===== config.mk =====
export PLATFORM = sky130hd
export DESIGN_NAME = linear_adsr_envelope_unit
export DESIGN_NICKNAME = d
export VERILOG_FILES = /design/src/rtl/adsr_pkg.sv /design/src/rtl/adsr_seq.sv /design/src/rtl/adsr_datapath.sv /design/src/rtl/linear_adsr_envelope_unit.sv
export SDC_FILE = /design/constraint.sdc
export NUM_CORES = 2
export LEC_CHECK = 0
export BUFFER_PORTS_ARGS = -buffer_cell sky130_fd_sc_hd__buf_4
export CELL_PAD_IN_SITES_DETAIL_PLACEMENT = 1
export CELL_PAD_IN_SITES_GLOBAL_PLACEMENT = 1
export CORE_ASPECT_RATIO = 0.9
export CORE_MARGIN = 2
export CORE_UTILIZATION = 40
export CTS_CLUSTER_DIAMETER = 200
export DETAILED_ROUTE_END_ITERATION = 16
export PLACE_DENSITY = 0.71
export SYNTH_ARGS = -nofsm -noshare
export SYNTH_HDL_FRONTEND = slang
export SYNTH_SLANG_ARGS = --single-unit

===== constraint.sdc =====
create_clock -name clk -period 13.6 [get_ports clk]
set_input_delay 0.68 -clock clk [delete_from_list [all_inputs] [get_ports clk]]
set_output_delay 0.68 -clock clk [all_outputs]
set_load 0.02 [all_outputs]

===== src/rtl/adsr_pkg.sv =====
// types, constants and microcode table of the linear adsr envelope unit
`timescale 1ns / 1ps

package adsr_pkg;

  // level format: unsigned q1.16, full scale is 1.0
  localparam int LEVEL_FRAC_BITS = 16;
  localparam int LEVEL_W         = LEVEL_FRAC_BITS + 1;
  localparam logic [LEVEL_W-1:0] FULL_SCALE = LEVEL_W'(1) << LEVEL_FRAC_BITS;

  // divide loop produces one quotient bit per step
  localparam int DIV_CNT_W = $clog2(LEVEL_W);

  localparam int CFG_IDX_W = 3;

  typedef struct packed {
    logic note_on;
    logic key_up;
    logic tick;
  } in_word_t;

  typedef struct packed {
    logic [LEVEL_W-1:0] level;
    logic               finished;
  } out_word_t;

  typedef enum logic [CFG_IDX_W-1:0] {
    REG_PREATTACK   = 3'd0,
    REG_SUSTAIN     = 3'd1,
    REG_ATTACK_LEN  = 3'd2,
    REG_DECAY_LEN   = 3'd3,
    REG_RELEASE_LEN = 3'd4
  } cfg_reg_t;

  // datapath operation of one microcode step
  typedef enum logic [2:0] {
    OP_WAIT,
    OP_EVENTS,
    OP_PREP,
    OP_SELECT,
    OP_MUL,
    OP_DIV,
    OP_UPDATE,
    OP_EMIT
  } op_t;

  // jump condition: taken jumps to target, otherwise step + 1
  typedef enum logic [2:0] {
    COND_NEVER,
    COND_NOT_ACCEPT,
    COND_NO_TICK,
    COND_FINISHED,
    COND_NO_DIV,
    COND_DIV_MORE,
    COND_OUT_BUSY
  } cond_t;

  typedef logic [2:0] step_t;

  localparam step_t STEP_WAIT   = 3'd0;
  localparam step_t STEP_EVENTS = 3'd1;
  localparam step_t STEP_PREP   = 3'd2;
  localparam step_t STEP_SELECT = 3'd3;
  localparam step_t STEP_MUL    = 3'd4;
  localparam step_t STEP_DIV    = 3'd5;
  localparam step_t STEP_UPDATE = 3'd6;
  localparam step_t STEP_EMIT   = 3'd7;

  typedef struct packed {
    op_t   op;
    cond_t cond;
    step_t target;
  } ctrl_word_t;

  // status the datapath reports for jump decisions
  typedef struct packed {
    logic in_accept;
    logic tick;
    logic finished;
    logic need_div;
    logic div_more;
    logic out_busy;
  } dp_status_t;

  // control store; the last step falls through by wrapping to the wait step
  function automatic ctrl_word_t ucode(input step_t step);
    ctrl_word_t w;
    case (step)
      STEP_WAIT:   w = '{op: OP_WAIT,   cond: COND_NOT_ACCEPT, target: STEP_WAIT};
      STEP_EVENTS: w = '{op: OP_EVENTS, cond: COND_NO_TICK,    target: STEP_WAIT};
      STEP_PREP:   w = '{op: OP_PREP,   cond: COND_FINISHED,   target: STEP_EMIT};
      STEP_SELECT: w = '{op: OP_SELECT, cond: COND_NO_DIV,     target: STEP_EMIT};
      STEP_MUL:    w = '{op: OP_MUL,    cond: COND_NEVER,      target: STEP_WAIT};
      STEP_DIV:    w = '{op: OP_DIV,    cond: COND_DIV_MORE,   target: STEP_DIV};
      STEP_UPDATE: w = '{op: OP_UPDATE, cond: COND_NEVER,      target: STEP_WAIT};
      STEP_EMIT:   w = '{op: OP_EMIT,   cond: COND_OUT_BUSY,   target: STEP_EMIT};
      default:     w = '{op: OP_WAIT,   cond: COND_NEVER,      target: STEP_WAIT};
    endcase
    return w;
  endfunction

  function automatic logic [LEVEL_W-1:0] sat_level(input logic [LEVEL_W-1:0] v);
    return (v > FULL_SCALE) ? FULL_SCALE : v;
  endfunction

endpackage


===== src/rtl/adsr_seq.sv =====
// microcode sequencer: step counter, control store lookup and jump logic
`timescale 1ns / 1ps

module adsr_seq
  import adsr_pkg::*;
(
  input  logic       clk,
  input  logic       rst,
  input  dp_status_t status,
  output ctrl_word_t ctrl
);

  step_t step;
  step_t step_next;
  logic  take;

  assign ctrl = ucode(step);

  always_comb begin
    case (ctrl.cond)
      COND_NEVER:      take = 1'b0;
      COND_NOT_ACCEPT: take = !status.in_accept;
      COND_NO_TICK:    take = !status.tick;
      COND_FINISHED:   take = status.finished;
      COND_NO_DIV:     take = !status.need_div;
      COND_DIV_MORE:   take = status.div_more;
      COND_OUT_BUSY:   take = status.out_busy;
      default:         take = 1'b0;
    endcase
    step_next = take ? ctrl.target : step + step_t'(1);
  end

  always_ff @(posedge clk) begin
    if (rst) begin
      step <= STEP_WAIT;
    end else begin
      step <= step_next;
    end
  end

endmodule


===== src/rtl/adsr_datapath.sv =====
// envelope state, multiply and shift-subtract divide datapath, word registers
`timescale 1ns / 1ps

module adsr_datapath
  import adsr_pkg::*;
#(
  parameter int LENGTH_BITS = 24
) (
  input  logic                   clk,
  input  logic                   rst,
  input  ctrl_word_t             ctrl,
  output dp_status_t             status,
  input  logic [LEVEL_W-1:0]     pre_level,
  input  logic [LEVEL_W-1:0]     sus_level,
  input  logic [LENGTH_BITS-1:0] attack_len,
  input  logic [LENGTH_BITS-1:0] decay_len,
  input  logic [LENGTH_BITS-1:0] release_len,
  input  logic                   in_valid,
  output logic                   in_ready,
  input  in_word_t               in_data,
  output logic                   out_valid,
  input  logic                   out_ready,
  output out_word_t              out_data
);

  localparam int POS_W  = LENGTH_BITS + 1;
  localparam int PROD_W = LEVEL_W + LENGTH_BITS;

  in_word_t             item;
  logic [LEVEL_W-1:0]   amplitude;
  logic [LEVEL_W-1:0]   work_sustain;
  logic                 in_attack;
  logic                 in_release;
  logic                 is_finished;
  logic [POS_W-1:0]     attack_pos;
  logic [POS_W-1:0]     release_pos;
  logic [LEVEL_W-1:0]   prior_level;

  logic [LEVEL_W-1:0]     mul_x;
  logic [LENGTH_BITS-1:0] mul_m;
  logic [LENGTH_BITS-1:0] divisor;
  logic [LEVEL_W-1:0]     base;
  logic                   negate;
  logic [LENGTH_BITS-1:0] rem;
  logic [LEVEL_W-1:0]     quo;
  logic [DIV_CNT_W-1:0]   div_count;

  logic [LEVEL_W-1:0]   pre_sat;
  logic [POS_W-1:0]     attack_ext;
  logic [POS_W-1:0]     ad_sum;
  logic [POS_W-1:0]     decay_pos;
  logic                 in_ramp;
  logic                 in_decay;
  logic                 in_fade;
  logic [PROD_W-1:0]    product;
  logic [LENGTH_BITS:0] trial;
  logic [LENGTH_BITS:0] trial_diff;
  logic                 qbit;
  logic                 accept;
  logic                 out_busy;
  logic                 emit_now;

  assign in_ready = (ctrl.op == OP_WAIT);
  assign accept   = in_valid && in_ready;
  assign out_busy = out_valid && !out_ready;
  assign emit_now = (ctrl.op == OP_EMIT) && !out_busy;

  // phase decision on the state left by the prep step
  assign pre_sat    = sat_level(pre_level);
  assign attack_ext = {1'b0, attack_len};
  assign ad_sum     = attack_ext + {1'b0, decay_len};
  assign decay_pos  = attack_pos - attack_ext;
  assign in_ramp    = in_attack && (attack_pos < attack_ext);
  assign in_decay   = in_attack && !in_ramp && (attack_pos < ad_sum);
  assign in_fade    = !in_attack && in_release && (release_pos < {1'b0, release_len});

  assign product    = PROD_W'(mul_x) * PROD_W'(mul_m);

  // one restoring divide step
  assign trial      = {rem, quo[LEVEL_W-1]};
  assign trial_diff = trial - {1'b0, divisor};
  assign qbit       = (trial >= {1'b0, divisor});

  assign status = '{
    in_accept: accept,
    tick:      item.tick,
    finished:  is_finished,
    need_div:  in_ramp || in_decay || in_fade,
    div_more:  (div_count != '0),
    out_busy:  out_busy
  };

  always_ff @(posedge clk) begin
    if (rst) begin
      amplitude    <= '0;
      work_sustain <= '0;
      in_attack    <= 1'b1;
      in_release   <= 1'b0;
      is_finished  <= 1'b0;
      attack_pos   <= '0;
      release_pos  <= '0;
      out_valid    <= 1'b0;
    end else begin
      if (emit_now) begin
        out_valid <= 1'b1;
      end else if (out_ready) begin
        out_valid <= 1'b0;
      end
      case (ctrl.op)
        OP_WAIT: begin
          if (accept) begin
            item <= in_data;
          end
        end
        OP_EVENTS: begin
          if (item.note_on) begin
            amplitude    <= pre_sat;
            work_sustain <= sat_level(sus_level);
            in_attack    <= 1'b1;
            in_release   <= item.key_up;
            is_finished  <= 1'b0;
            attack_pos   <= '0;
            release_pos  <= '0;
          end else if (item.key_up) begin
            in_release <= 1'b1;
          end
        end
        OP_PREP: begin
          prior_level <= is_finished ? '0 : amplitude;
          if (!is_finished && in_attack && in_release) begin
            work_sustain <= amplitude;
            in_attack    <= 1'b0;
          end
        end
        OP_SELECT: begin
          if (in_attack) begin
            if (in_ramp) begin
              mul_x   <= FULL_SCALE - pre_sat;
              mul_m   <= attack_pos[LENGTH_BITS-1:0];
              divisor <= attack_len;
              base    <= pre_sat;
              negate  <= 1'b0;
            end else if (in_decay) begin
              mul_x   <= FULL_SCALE - work_sustain;
              mul_m   <= decay_pos[LENGTH_BITS-1:0];
              divisor <= decay_len;
              base    <= FULL_SCALE;
              negate  <= 1'b1;
            end else begin
              in_attack <= 1'b0;
            end
            if (attack_pos != '1) begin
              attack_pos <= attack_pos + POS_W'(1);
            end
          end else if (in_release) begin
            if (in_fade) begin
              mul_x   <= work_sustain;
              mul_m   <= release_len - release_pos[LENGTH_BITS-1:0];
              divisor <= release_len;
              base    <= '0;
              negate  <= 1'b0;
            end else begin
              is_finished <= 1'b1;
            end
            if (release_pos != '1) begin
              release_pos <= release_pos + POS_W'(1);
            end
          end
        end
        OP_MUL: begin
          rem       <= product[PROD_W-1:LEVEL_W];
          quo       <= product[LEVEL_W-1:0];
          div_count <= DIV_CNT_W'(LEVEL_W - 1);
        end
        OP_DIV: begin
          rem       <= qbit ? trial_diff[LENGTH_BITS-1:0] : trial[LENGTH_BITS-1:0];
          quo       <= {quo[LEVEL_W-2:0], qbit};
          div_count <= div_count - DIV_CNT_W'(1);
        end
        OP_UPDATE: begin
          amplitude <= negate ? base - quo : base + quo;
        end
        OP_EMIT: begin
          if (emit_now) begin
            out_data.level    <= prior_level;
            out_data.finished <= is_finished;
          end
        end
        default: begin
        end
      endcase
    end
  end

endmodule


===== src/rtl/linear_adsr_envelope_unit.sv =====
// top level of the linear adsr envelope unit: register file, sequencer and datapath
`timescale 1ns / 1ps

// Linear ADSR envelope for one voice. Each input word may restart the note
// (note_on), mark the key released (key_up) and advance one sample (tick);
// a tick returns one output word with the level held before the tick (zero
// once finished) and the finished flag after it. Levels are unsigned Q1.16.
// While the envelope ramps, a word with tick set goes from wait through
// three control steps (events, prep, select), one multiply, 17 restoring
// divide steps by the phase length at one quotient bit each, update and
// emit; a tick needing no ramp skips from select to emit, a tick once
// finished from prep to emit, and a word without tick returns to wait after
// events. An output register holds the finished word, so the next word can
// be accepted while it waits; the emit step stalls only if the previous
// word is still untaken. New sustain levels apply from the next note_on;
// pre-attack levels and lengths are read live. Configuration writes are
// taken at any time and should only be made while the unit is idle.
module linear_adsr_envelope_unit
  import adsr_pkg::*;
#(
  parameter int LENGTH_BITS = 24
) (
  input  logic                 clk,
  input  logic                 rst,
  // configuration write channel
  input  logic                 cfg_valid,
  output logic                 cfg_ready,
  input  logic [CFG_IDX_W-1:0] cfg_index,
  input  logic [((LENGTH_BITS > LEVEL_W) ? LENGTH_BITS : LEVEL_W)-1:0] cfg_data,
  // input words
  input  logic                 in_valid,
  output logic                 in_ready,
  input  in_word_t             in_data,
  // output words
  output logic                 out_valid,
  input  logic                 out_ready,
  output out_word_t            out_data
);

  // configuration registers
  logic [LEVEL_W-1:0]     preattack_level;
  logic [LEVEL_W-1:0]     sustain_level;
  logic [LENGTH_BITS-1:0] attack_length;
  logic [LENGTH_BITS-1:0] decay_length;
  logic [LENGTH_BITS-1:0] release_length;

  ctrl_word_t ctrl;
  dp_status_t status;

  // writes never stall
  assign cfg_ready = 1'b1;

  always_ff @(posedge clk) begin
    if (rst) begin
      preattack_level <= '0;
      sustain_level   <= '0;
      attack_length   <= '0;
      decay_length    <= '0;
      release_length  <= '0;
    end else if (cfg_valid && cfg_ready) begin
      case (cfg_reg_t'(cfg_index))
        REG_PREATTACK:   preattack_level <= cfg_data[LEVEL_W-1:0];
        REG_SUSTAIN:     sustain_level   <= cfg_data[LEVEL_W-1:0];
        REG_ATTACK_LEN:  attack_length   <= cfg_data[LENGTH_BITS-1:0];
        REG_DECAY_LEN:   decay_length    <= cfg_data[LENGTH_BITS-1:0];
        REG_RELEASE_LEN: release_length  <= cfg_data[LENGTH_BITS-1:0];
        // unused indexes are dropped
        default: begin
        end
      endcase
    end
  end

  // step counter walking the control store
  adsr_seq u_seq (
    .clk    (clk),
    .rst    (rst),
    .status (status),
    .ctrl   (ctrl)
  );

  // envelope state and arithmetic
  adsr_datapath #(
    .LENGTH_BITS (LENGTH_BITS)
  ) u_dp (
    .clk         (clk),
    .rst         (rst),
    .ctrl        (ctrl),
    .status      (status),
    .pre_level   (preattack_level),
    .sus_level   (sustain_level),
    .attack_len  (attack_length),
    .decay_len   (decay_length),
    .release_len (release_length),
    .in_valid    (in_valid),
    .in_ready    (in_ready),
    .in_data     (in_data),
    .out_valid   (out_valid),
    .out_ready   (out_ready),
    .out_data    (out_data)
  );

endmodule


==> out/qor.yml <==
syn2layout_area_growth_pct: 8.39
synthCells: 4189
track_usage: 0.248
path_max_fanout: 24
core_area_um2: 88000
period_needed_ns: 7.49
vdd_ir_drop_max_mv: 0.109
pin_count: 56
cp-start-kind: "register"
slowest_stage: "edfxtp_1"
fillers: 10400
cp.required_ns: 13.91
io_buffers: 54
rsz0062_at_grt: "no"
h-tree-depth: 2
slowest_delay_ns: 0.76
gp_congestion: 0.888
yosysWarningCount: 0
clockBufferDepth: 3
cts_sinks: 372
fin_nets: 4799
finalHoldViolCount: 0
grt_pass1_wl_um: 178000
finalCritPeriodShare: 0.550
grt_pass1_vias: 30100
fin_cells: 5342
arrival_ns: 7.80
drc: 0
postRouteAntennaNets: 0
crit_top_cell: "fa_1"
dr.first_iter.drc_count: 1750
first_pass_iters: 6
grt_start_max_net_pins: 74
p_per_area_nw_per_um2: 168
hold_class: "in -> reg"
fmax_mhz: 134
wl_per_cell_um: 21.1
via_per_inst: 5.47
placed_cells: 5254
start_util: 0.405
dp_hpwl_um: 87800
worstPathCellList: "and2_1 -> fa_1 -> inv_1 -> fa_1 -> inv_1 -> fa_1 -> inv_1 -> fa_1 -> fa_1 -> fa_1 -> inv_1 -> ha_1 -> and3_1 -> a211oi_1 -> a2bb2oi_1 -> a31oi_1 -> o21ai_0 -> o31a_1 -> o211ai_1 -> a31oi_1 -> xnor2_1 -> a21oi_1"
syn_nets: 4840
relSlewSlack: 0.124
path_clk_slew_ns: 0.06
grt_antenna_before_repair: 4
wirelength_um: 113000
worst-path-buf-inv: 4
status: "finished clean"
dieArea_um2: 91600
clkLatencyLatePin_ns: 0.63
ys_ff_latch: 372
setup_viol: 0
synthesis.area_um2: 35700
cts_buffers: 47
synth_edf_count: 167
placementRows: 103
skew_ns: 0.0425
tns_ns: 0
die_y_um: 287
whs_ns: 0.229
cts_tree: "built"
cts_resized: 0
critPathTopFamily: "adder cells"
layout-drive-gt1-share: 0.0497
synthArstFlopShare: 0
slew_violations: 0
finalPower_mw: 6.50
cts_hold_buf: 0
max_slew.worst_pin.slew_ns: 1.30
globalRouteOverflowTotal: 0
cp-end-kind: "register"
critical_path_class: "reg -> reg"
ys_seq_area_frac: 0.256
maxCapViolations: 0
syn_avg_cell_area_um2: 8.52
finalWorstSetupSlack_ns: 6.11
leakage_nw: 16.9
root_buffer: "clkbuf_16"
synthDistinctLibCells: 80
dieWidth_um: 319
synth_ff_type: "dfxtp_1"
via_count: 29200
post_cts_buffers: 0
dp_slack_ns: 6.21
## placed cells by master (no fill, tap or decap), types with 29 or more instances in the layout
cell / Yosys / final
mux2i_1: 31 / 31
fa_1: 334 / 334
a211oi_1: 46 / 45
a21o_1: 56 / 56
buf_4: 1 / 88
ha_1: 282 / 282
inv_1: 574 / 574
xnor2_1: 110 / 110
nand3_1: 43 / 43
nand2_1: 708 / 708
a21oi_1: 286 / 286
xor2_1: 66 / 66
dfxtp_1: 205 / 204
nand4_1: 31 / 31
nor3_1: 48 / 47
nor2b_1: 44 / 44
o211ai_1: 32 / 32
o21ai_0: 154 / 154
a31oi_1: 48 / 48
edfxtp_1: 167 / 167
nand2b_1: 29 / 29
clkbuf_16: 0 / 47
nor2_1: 248 / 245
and2_1: 172 / 172
## power breakdown
group          total, mW  internal, mW  switching, mW
Clock               1.25         0.706          0.549
Sequential          1.56          1.42          0.137
Combinational       3.69          1.46           2.23
Total               6.50          3.59           2.92
## flip-flops by register name, summed over array words and instances, names as in the netlist, 17 cells and up
register	cells
u_dp.attack_pos	25
u_dp.release_pos	25
attack_length	24
decay_length	24
release_length	24
u_dp.divisor	24
u_dp.mul_m	24
u_dp.rem	24
u_dp.out_data	18
preattack_level	17
sustain_level	17
u_dp.amplitude	17
u_dp.base	17
u_dp.mul_x	17
u_dp.prior_level	17
u_dp.quo	17
u_dp.work_sustain	17
## stage by stage
stage / utilization / cell area, um2
floorplan: - / 35700
global placement: 0.422 / 37200
detailed placement: 0.422 / 37200
CTS: 0.439 / 38700
global route: 0.439 / 38700
finish: 0.439 / 38700
## cells by family (layout without fill, tap and decap cells)
group / after synthesis / after routing / synth area share
muxes: 44 / 44 / 0.0134
DFF: 372 / 372 / 0.256
AOI/OAI and AO/OA: 787 / 787 / 0.137
and+or+nand+nor: 1441 / 1441 / 0.184
buffers and inverters: 752 / 748 / 0.0800
xor gates and xnor gates: 176 / 176 / 0.0432
other: 1 / 3 / 0.000105
adders and majority gates: 616 / 616 / 0.286
## final cells by class
cell class / instances / area, um2 / share of cell area
flip-flops and latches: 372 / 9120 / 0.236
diodes: 2 / 5.00 / 0.000129
repair buffers: 88 / 661 / 0.0171
clock buffers: 59 / 1270 / 0.0329
well taps: 1155 / 1450 / 0.0374
inverters: 574 / 2150 / 0.0557
multi-input cells: 3065 / 23800 / 0.615
clock inverters: 27 / 253 / 0.00653
## final timing paths
check / from / endpoint / slack, ns / cells past startpoint
hold / removal: in_data[1] / u_dp.item[1]$_DFFE_PP_ / 0.23 / 1
hold reg to reg: u_dp.prior_level[7]$_SDFFCE_PP0P_ / u_dp.out_data[8]$_DFFE_PP_ / 0.42 / 0
setup / recovery: u_dp.mul_x[2]$_DFFE_PP_ / u_dp.rem[23]$_DFFE_PP_ / 6.11 / 22
setup reg to reg: u_dp.mul_x[2]$_DFFE_PP_ / u_dp.rem[23]$_DFFE_PP_ / 6.11 / 22
## per-layer routing
metal	wire length (um)	GRT usage	vias to the layer above
met5	12	0	-
met4	2440	0.0538	2
met3	7420	0.0423	128
met2	48400	0.375	687
met1	54300	0.370	14700
li1	-	-	13700
## cell usage after synthesis, drive strengths merged, types with 8 or more instances
cell / count / area (um2)
or4: 10 / 78.8
a21oi: 286 / 1430
o211ai: 34 / 265
a2111oi: 8 / 77.6
nand4: 31 / 194
fa: 334 / 6690
edfxtp: 167 / 5010
and2: 172 / 1080
mux2i: 33 / 355
or3: 28 / 175
a21o: 56 / 420
mux2: 11 / 124
dfxtp: 205 / 4100
nor2b: 44 / 275
nand3: 43 / 215
xnor2: 110 / 963
o21ai: 154 / 771
a31oi: 48 / 300
nor2: 248 / 931
buf: 13 / 80.1
nor3: 48 / 240
clkbuf: 165 / 619
a22oi: 20 / 150
o31ai: 9 / 72.6
o21bai: 19 / 143
nor3b: 10 / 80.1
nor4: 19 / 125
and3: 21 / 131
nand2: 708 / 2660
xor2: 66 / 578
o21a: 26 / 195
ha: 282 / 3530
inv: 574 / 2150
a211oi: 47 / 358
or2: 14 / 87.6
nand2b: 29 / 181
## worst reg2reg max path: cells and delay by family (launching register included)
kind                     cells  cell delay [ns]
XOR/XNOR                     1             0.14
buffers and inverters        4             0.23
adder cells (fa/ha/maj)      7             3.61
AND/OR/NAND/NOR              2             0.54
flip-flops                   1             0.76
AO/OA/AOI/OAI                8             1.89
No activity file was read; power rests on OpenSTA's default activity.
